`src/rtl/prht_pkg.sv`:
```
// Shared types and constants for the priority rectangle hit table.
// Used by prht_ctrl, prht_dp and priority_rect_hit_table_unit.
// No dependencies.
package prht_pkg;

    localparam int MAX_ENTRIES_DEF = 256;

    localparam int S_DATA_W = 184;
    localparam int S_USER_W = 2;
    localparam int M_DATA_W = 16;
    localparam int IDX_W    = 8;

    typedef enum logic [1:0] {
        OP_LOAD  = 2'd0,
        OP_HIT   = 2'd1,
        OP_SET   = 2'd2,
        OP_CLEAR = 2'd3
    } t_op;

    // input word, lowest field last
    typedef struct packed {
        logic [6:0]         pad;
        logic signed [15:0] py;
        logic signed [15:0] px;
        logic               excl;
        logic signed [31:0] pri;
        logic [31:0]        tag;
        logic [7:0]         dis;
        logic signed [15:0] bottom;
        logic signed [15:0] right;
        logic signed [15:0] top;
        logic signed [15:0] left;
        logic [7:0]         idx;
    } t_item;

    // one table entry as held in the RAM
    typedef struct packed {
        logic               excl;
        logic [7:0]         dis;
        logic [31:0]        tag;
        logic signed [31:0] pri;
        logic signed [15:0] bottom;
        logic signed [15:0] right;
        logic signed [15:0] top;
        logic signed [15:0] left;
    } t_entry;

    localparam int ENTRY_W = $bits(t_entry);

    typedef struct packed {
        logic latch;   // capture the accepted word, restart the scan
        logic update;  // load or clear
        logic scan;    // step the scan
        logic emit;    // move results to the output register
    } t_cmd;

    typedef struct packed {
        logic scan_done;
    } t_sts;

endpackage

```
`src/rtl/prht_ctrl.sv`:
```
// Controller for the hit table: sequences accept, update or scan, and output.
// Depends on prht_pkg.
module prht_ctrl (
    input  logic          i_clk,
    input  logic          i_rst_n,
    input  logic          s_tvalid,
    output logic          s_tready,
    input  prht_pkg::t_op i_op,
    output logic          m_tvalid,
    input  logic          m_tready,
    output prht_pkg::t_cmd o_cmd,
    input  prht_pkg::t_sts i_sts
);

    typedef enum logic [3:0] {
        ST_IDLE = 4'b0001,
        ST_UPD  = 4'b0010,
        ST_SCAN = 4'b0100,
        ST_DONE = 4'b1000
    } t_state;

    t_state r_state, n_state;
    logic   r_out_vld, n_out_vld;
    logic   w_accept;
    logic   w_emit;

    assign s_tready = (r_state == ST_IDLE);
    assign w_accept = s_tvalid && s_tready;
    assign w_emit   = (r_state == ST_DONE) && (!r_out_vld || m_tready);

    always_comb begin
        n_state = r_state;
        unique case (r_state)
            ST_IDLE: begin
                if (w_accept) begin
                    if (i_op == prht_pkg::OP_HIT || i_op == prht_pkg::OP_SET) begin
                        n_state = ST_SCAN;
                    end else begin
                        n_state = ST_UPD;
                    end
                end
            end
            ST_UPD: begin
                n_state = ST_DONE;
            end
            ST_SCAN: begin
                if (i_sts.scan_done) begin
                    n_state = ST_DONE;
                end
            end
            ST_DONE: begin
                if (w_emit) begin
                    n_state = ST_IDLE;
                end
            end
            default: begin
                n_state = ST_IDLE;
            end
        endcase
    end

    always_comb begin
        if (w_emit) begin
            n_out_vld = 1'b1;
        end else if (m_tready) begin
            n_out_vld = 1'b0;
        end else begin
            n_out_vld = r_out_vld;
        end
    end

    always_ff @(posedge i_clk) begin
        if (!i_rst_n) begin
            r_state   <= ST_IDLE;
            r_out_vld <= 1'b0;
        end else begin
            r_state   <= n_state;
            r_out_vld <= n_out_vld;
        end
    end

    assign m_tvalid      = r_out_vld;
    assign o_cmd.latch   = w_accept;
    assign o_cmd.update  = (r_state == ST_UPD);
    assign o_cmd.scan    = (r_state == ST_SCAN);
    assign o_cmd.emit    = w_emit;

endmodule

```
`config.mk`:
```
export PLATFORM = sky130hd
export DESIGN_NAME = prht_ctrl
export DESIGN_NICKNAME = d
export VERILOG_FILES = /design/src/rtl/prht_pkg.sv /design/src/rtl/prht_ctrl.sv
export SDC_FILE = /design/constraint.sdc
export NUM_CORES = 1
export LEC_CHECK = 0
export BUFFER_PORTS_ARGS = -buffer_cell sky130_fd_sc_hd__buf_2
export CAP_MARGIN = 0
export CORE_AREA = 2 2 39 41
export DETAILED_ROUTE_END_ITERATION = 10
export DIE_AREA = 0 0 41 43
export SLEW_MARGIN = 20
export SYNTH_ARGS = -nofsm -noshare
export SYNTH_HDL_FRONTEND = slang
export SYNTH_SLANG_ARGS = --single-unit
export TNS_END_PERCENT = 10
```
`constraint.sdc`:
```
create_clock -name i_clk -period 4.2 [get_ports i_clk]
set_input_delay 0.63 -clock i_clk [delete_from_list [all_inputs] [get_ports i_clk]]
set_output_delay 0.63 -clock i_clk [all_outputs]
set_load 0.02 [all_outputs]
```
== Word-level counts from Yosys, hierarchy flattened ==
Cells that the tools add are included.
Widths: inputs -> output; s select.

* Multiplexer cells: 7
* Eq/ne operators: 9
* Reduce and logical (&&, ||, !) cells: 7

{| class="wikitable"
|+ Operators by type and width
! kind !! number
|-
| $pmux 4 s4 || 1
|-
| $mux 4 || 3
|-
| $eq 4x1->1 const B || 1
|-
| $eq 4x2->1 const B || 1
|-
| $eq 4x3->1 const B || 1
|-
| $eq 4x4->1 const B || 1
|-
| $ne 2x1->1 const B || 2
|-
| $mux 3 || 1
|-
| $reduce_and 3->1 || 1
|-
| $eq 2x1->1 const B || 1
|-
| $eq 2x2->1 const B || 1
|-
| $logic_and 1x1->1 || 2
|-
| $logic_or 1x1->1 || 2
|-
| $mux 1 || 2
|-
| $ne 2x2->1 const B || 1
|-
| $reduce_bool 2->1 || 1
|-
| $logic_not 1->1 || 1
|}

* Output and inout bits: 6
* Bits of input ports: 7
* Register bits after elaboration: 5

== Longest topological paths before layout ==
Gate-level depths: netlist (run 1).

* Depth after elaboration: 5
* Depth in mapped cells: 4
* Mapped depth without buffers: 3

== Worst setup path after synthesis (run 1) ==
No wires, ideal clock.

* Path kind: register to output
* From: register r_state[3]
* To: output o_cmd[3] in the netlist's numbering
* Path buffers: 2
* Arrival: 1.367 ns
* Stages on the path, launching flop included: 5
* Setup slack: 2.203 ns
* Cell sequence: dfxtp_1 buf_4 nor4b_2 and2_1 buf_4

* Cells in the longest elaborated chain, start to end: 2

{| class="wikitable"
|+ RTL lines
! item !! RTL line !! text
|-
| from (decl) || prht_ctrl.sv:22 || <nowiki>t_state r_state, n_state;</nowiki>
|-
| from (signal assigned) || prht_ctrl.sv:77 || <nowiki>r_state <= n_state;</nowiki>
|-
| $eq 4x1->1 || prht_ctrl.sv:27 || <nowiki>assign s_tready = (r_state == ST_IDLE);</nowiki>
|-
| via s_tready || prht_ctrl.sv:7 || <nowiki>output logic s_tready,</nowiki>
|-
| $logic_and 1x1->1 || prht_ctrl.sv:28 || <nowiki>assign w_accept = s_tvalid && s_tready;</nowiki>
|-
| to (decl) || prht_ctrl.sv:11 || <nowiki>output prht_pkg::t_cmd o_cmd,</nowiki>
|}

The timed path passes the listed nets, and every way through them passes these cells.

==> impl_metrics.csv, run 1 <==
group,metric,value,unit
run_status,outcome,"finished, final reports clean",
hold_path,holdPathStages,2,
sta,min_period,2.208,ns
pwr,switching_share,0.2852,
die,die_area,1763,µm²
sta,final-hold-violation-count,0,
placement,place_hpwl,512.6,µm
layout,drive_above_1_share,0.4043,
synth,synth_top_area_cell,"dfxtp_1",
synth,syn_nets,41,
synth,synth_top_cells_by_area,"dfxtp_1 31%, buf_4 7.0%, nand2b_1 5.9%",
global_route,grt_usage,0.1012,
pwr,combPwrFrac,0.178,
global_route,grt_start_max_net_pins,10,
pwr,power_switching,0.00003900,W
layout,fin_util,0.2920,
critical_path,path_max_fanout,9,
hold_path,hold_end,"m_tvalid",
sta,clock.fmax,453.0,MHz
synth,seq_area_frac_synth,0.3125,
sta,setup_slack,1.992,ns
placement,dpl_worst_slack,2.251,ns
die,die_h,43,µm
die,io_pins,13,
cts,cts_buffers,3,
die,row_count,14,
synth,postSynthCellCount,34,
sta,fin_setup_tns,0,ns
routing,num_vias,296,
routing,wirelength,656,µm
routing,wl_per_cell,10.41,µm
sta,tightest_slew,0.3710,ns
synth,ys_seq_elements,5,
critical_path,slowest_stage,"or4b_4",
layout,final_area,404.1,µm²
placement,place.gp.congestion,0.7223,
sta,fin_crit_sh,0.5256,
cts,h-tree-depth,1,
die,coreArea,1384,µm²
synth,post-synth-top-count-cell,"dfxtp_1",
layout,final_nets,55,
critical_path,r2r_end,"r_state[1]",
critical_path,rrSetupSlack,2.83,ns
pwr,p_leak,0.1674,nW
die,die_w,41,µm
sta,finClkSkew,0.006785,ns
hold_path,hold_start,"m_tvalid",
cts,root_buffer,"clkbuf_4",
critical_path,cp_num_buf_inv,1,
critical_path,cp-end-kind,"output pin",
critical_path,path_class,"reg -> out",
critical_path,cp_slowest_stage_delay,0.51,ns
pwr,vdd_ir_drop_max,0.0001419,V
global_route,overflow,0,
pwr,pwr-share-seq,0.404,
synth,ys_async_sr_fraction,0,
routing,drtIter0Drc,5,
cts,cts_setup_buffers,0,
critical_path,rr_worst_depth,3,
sta,drv_slew,0,
die,initial_core_util,0.2315,
critical_path,start_kind,"flop",
critical_path,worstPathCellList,"or4b_4, and2b_2, buf_2",
synth,synth_ff_type,"dfxtp_1",
cts,clock_sinks,5,
pwr,p_total,0.0001367,W
global_route,grt_pass1_wl,1131,µm
sta,max_slew_margin,0.7491,
global_route,grt_pass1_vias,270,
layout,synthToLayoutAreaGrowth,26.17,%
layout,n_antenna_cell,0,
critical_path,timing.rr.start,"r_state[3]",
cts,clk-insertion-delay-late,0.25,ns
pwr,p_clk_frac,0.418,
sta,grt_setup_unrepaired,"no",
routing,drt.antenna.violating_nets,0,
cts,cts_tree,"done",
sta,finalSetupViolCount,0,
cts,cts.path.max_buffers,2,
pwr,p_per_area,338.4,nW/µm²
synth,synth_top_area_share,0.3125,
cts,clk_pin_slew,0.05,ns
hold_path,hold_path.class,"reg -> reg",
run,maxCapViolations,0,
critical_path,worst-endpoint-arrival,1.58,ns
synth,synth_edf_count,0,
critical_path,cp.required,3.57,ns
pwr,p_int,0.00009774,W
placement,post_dp_cell_area,377.9,µm²
routing,vias_per_cell,4.698,
critical_path,crit_family,"simple AND/OR/NAND/NOR gates",
synth,synth_area,320.3,µm²
synth,synth.distinct_cells,23,
routing,post-route-drc-count,0,
routing,dr.pass1.iters,5,
synth,synth_area_per_cell,9.421,µm²
placement,portBuffers,12,
cts,cts_resized,0,
synth,synthTopCellsByCount,"5 x dfxtp_1, 3 x buf_4, 3 x nand2b_1",
global_route,antenna_found_initial,0,
cts,cts_hold_buf,0,
synth,yosysWarnings,0,
-- kinds of logic (layout without fill, tap and decap cells) --
| family | count (synthesis) | count (layout) | synth area share |
|---|---|---|---|
| AND/OR/NAND/NOR | 16 | 16 | 0.3750 |
| XOR/XNOR | 1 | 1 | 0.02735 |
| AO/OA/AOI/OAI | 9 | 9 | 0.2149 |
| buffers and inverters | 3 | 16 | 0.07031 |
| flip-flops | 5 | 5 | 0.3125 |
-- area by class of cell --
cell class,instances,area [µm²]
fill,149,979.7
multi-input combinational,26,197.7
sequential,5,100.1
timing repair buffer,12,60.06
clock buffer,4,26.28
tap,16,20.02
-- cell usage in the layout, fill, tap and decap left out, drive strengths merged, types with 2 or more instances in the layout --
master,count
a21oi,2
nand2b,3
buf,12
dfxtp,5
clkbuf,4
a21boi,2
nand3,2
nor4b,3
nand2,2
-- power groups by stage --
| stage | logic [W] | registers [W] | clock network (W) |
|---|---|---|---|
| 4_1_cts | 0.0000248 | 0.0000551 | 0.0000601 |
| 6_report | 0.0000244 | 0.0000552 | 0.0000571 |
| 5_1_grt | 0.0000268 | 0.0000558 | 0.0000645 |
| 2_1_floorplan | 0.0000187 | 0.0000544 | 0 |
| 3_5_place_dp | 0.0000247 | 0.0000560 | 0 |
| 3_3_place_gp | 0.0000244 | 0.0000558 | 0 |
-- routing by layer --
layer / up-vias / track usage / routed length, µm
li1: 155 / - / -
met1: 131 / 0.1214 / 296
met2: 10 / 0.1313 / 303
met3: 0 / 0.06283 / 56
met4: 0 / 0.06000 / 0
met5: - / 0 / 0
-- state kept, by name (all words and copies together) (netlist names) --
name      flops
r_state       4
m_tvalid      1
-- how the worst max path moves through the flow --
stage | startpoint | end | slack, ns | cells after the start
2_1_floorplan | r_state[3] | o_cmd[3] | 2.20 | 4
3_3_place_gp | r_state[3] | o_cmd[0] | 2.27 | 3
3_5_place_dp | r_state[3] | o_cmd[0] | 2.25 | 3
4_1_cts | r_state[3] | o_cmd[0] | 1.98 | 3
5_1_grt | r_state[3] | o_cmd[0] | 1.91 | 3
6_report | r_state[3] | o_cmd[0] | 1.99 | 3
-- stage by stage --
step / cells / hold WS [ns]
3_5_place_dp: 59 / 0.5645
5_1_grt: 63 / 0.6113
2_1_floorplan: 34 / 0.5817
6_report: 63 / 0.5640
4_1_cts: 63 / 0.5740
3_3_place_gp: 59 / 0.5552
-- worst register-to-register path, cell delays in order (launching register included) --
cell and delay (ns):
dfxtp_1 0.46, or4b_4 0.51, o21a_1 0.21, a21oi_2 0.13
Note: power is estimated with default switching activity, not from simulation.
==> inputs of run 2 (changes only) <==
Settings changed: ABC_AREA from default to 1.
Clock period 4.2 ns to 1.9 ns, I/O delays scaled along.
==> impl_metrics.csv, run 2 <==
group,metric,value,unit
run_status,outcome,"finished, final reports clean",
run,maxCapViolations,0,
global_route,grt_usage,0.08032,
placement,place.gp.congestion,0.7616,
sta,fin_crit_sh,0.7492,
placement,place_hpwl,511,µm
cts,cts_buffers,3,
synth,synth_area,296.5,µm²
critical_path,path_class,"reg -> out",
sta,tightest_slew,0.2856,ns
layout,regMostFlops,"r_state",
layout,final_area,387.9,µm²
layout,fin_util,0.2803,
routing,num_vias,308,
layout,mostFrequentLayoutCells,"12 x buf_2, 9 x inv_1, 9 x nor2_1",
sta,grt_setup_unrepaired,"no",
die,row_count,14,
synth,synth_edf_count,0,
global_route,grt_pass1_vias,263,
layout,fillers,163,
routing,drtIter0Drc,1,
die,initial_core_util,0.2143,
synth,syn_nets,53,
die,die_h,43,µm
synth,ys_async_sr_fraction,0,
placement,post_dp_cell_area,361.6,µm²
pwr,vdd_ir_drop_max,0.0003152,V
critical_path,start_kind,"flop",
sta,clock.fmax,702.5,MHz
synth,synth.distinct_cells,12,
cts,cts_tree,"done",
synth,ys_seq_elements,5,
cts,cts.path.max_buffers,2,
die,coreArea,1384,µm²
cts,cts_setup_buffers,0,
cts,h-tree-depth,1,
critical_path,path_max_fanout,4,
sta,finClkSkew,0.0003839,ns
routing,drt.antenna.violating_nets,0,
routing,wl_per_cell,7.974,µm
die,die_w,41,µm
die,die_area,1763,µm²
global_route,antenna_found_initial,0,
routing,wirelength,606,µm
synth,synthTopCellsByCount,"9 x inv_1, 9 x nor2_1, 7 x nand3_1, 5 x dfxtp_1, 5 x nand2_1",
layout,final_nets,68,
cts,clk_pin_slew,0.04,ns
cts,clock_sinks,5,
cts,cts_resized,0,
critical_path,cp-end-kind,"output pin",
routing,vias_per_cell,4.053,
synth,synth_ff_type,"dfxtp_1",
sta,max_slew_margin,0.8078,
critical_path,cp_num_buf_inv,2,
layout,drive_above_1_share,0.3333,
critical_path,cp_num_cells,5,
synth,yosysWarnings,0,
layout,final_common_cell,"buf_2",
critical_path,cp_slowest_stage_delay,0.34,ns
placement,portBuffers,12,
sta,min_period,1.423,ns
hold_path,holdPathStages,2,
sta,setup_slack,0.4766,ns
synth,synth_top_cells_by_area,"dfxtp_1 34%, nand3_1 12%, inv_1 11%",
global_route,overflow,0,
pwr,p_leak,0.2186,nW
synth,synth_top_area_share,0.3376,
cts,clk-insertion-delay-late,0.23,ns
synth,synth_top_area_cell,"dfxtp_1",
sta,fin_setup_tns,0,ns
layout,n_antenna_cell,0,
critical_path,worstPathCellList,"inv_1, nor2_2, nand2_1, nor2_2, buf_2",
global_route,grt_start_max_net_pins,5,
critical_path,worst-endpoint-arrival,1.14,ns
critical_path,cp.required,1.62,ns
critical_path,cp_common_cell,"nor2_2",
synth,synth_area_per_cell,6.446,µm²
sta,final-hold-violation-count,0,
placement,dpl_worst_slack,0.7258,ns
synth,seq_area_frac_synth,0.3376,
layout,synthToLayoutAreaGrowth,30.80,%
synth,postSynthCellCount,46,
critical_path,slowest_stage,"dfxtp_1",
pwr,p_per_area,930.5,nW/µm²
cts,root_buffer,"clkbuf_4",
hold_path,hold_path.class,"in -> reg",
routing,dr.pass1.iters,3,
critical_path,rr_worst_depth,6,
sta,finalSetupViolCount,0,
cts,cts_hold_buf,0,
sta,drv_slew,0,
global_route,grt_pass1_wl,959,µm
layout,largest_register_ff_count,4,
critical_path,crit_family,"flip-flops",
die,io_pins,13,
layout,finalNonFillerCells,76,
routing,post-route-drc-count,0,
placement,place_inst,72,
## run 2: cell count changes after synthesis, sizes merged, moves of 2 or more
cell	before	now
a21boi	2	0
inv	0	9
nand2	2	5
nand2b	3	0
nand3	2	7
nor2	0	13
nor4b	3	0
## run 2: worst reg2reg max path: cells and delay by family (launching register included)
| kind | cells | cell delay, ns |
|---|---|---|
| buf+inv | 1 | 0.04 |
| simple gates | 5 | 0.60 |
| flops | 1 | 0.32 |
## run 2: cells by family (layout without fill, tap and decap cells)
logic type,after synthesis,after routing,share of synthesized area
DFF,5,5,0.3376
and+or+nand+nor,28,28,0.4515
xor gates and xnor gates,1,1,0.02954
buffers and inverters,11,25,0.1645
AOI/OAI and AO/OA,1,1,0.01686
## run 2: layer usage
metal  vias to the layer above  global-route usage  share of wire
li1                        169                   -              -
met1                       126              0.1093           0.51
met2                        13              0.1063           0.42
met3                         0             0.01571          0.068
met4                         0             0.06000              0
met5                         -                   0              0
## run 2: power breakdown
group	internal, W	switching (W)	leakage (nW)	total [W]
Combinational	0.0000409	0.0000753	0.163	0.000116
Sequential	0.000117	0.00000913	0.0409	0.000127
Clock	0.0000791	0.0000390	0.0150	0.000118
## run 2: final cells by class
cell class | count | area [µm²] | share of cell area
sequential | 5 | 100.1 | 0.2581
clock buffer | 4 | 26.28 | 0.06774
multi-input combinational | 30 | 147.6 | 0.3806
inverter | 9 | 33.78 | 0.08710
tap | 16 | 20.02 | 0.05161
timing repair buffer | 12 | 60.06 | 0.1548
## run 2: through the flow
stage	power (W)	hold slack (ns)
finish	0.0003609	0.2722
global route	0.0003891	0.2809
CTS	0.0003670	0.2651
global placement	0.0002422	0.5072
floorplan	0.0002195	0.3692
detailed placement	0.0002443	0.5104
## run 2: path summary, 6_finish.rpt
path                    from         end  slack [ns]
hold reg to reg   r_state[3]  r_state[3]        0.57
setup reg to reg  r_state[1]  r_state[3]        0.83
hold / removal       i_rst_n  r_state[0]        0.27
setup / recovery  r_state[0]    o_cmd[3]        0.48
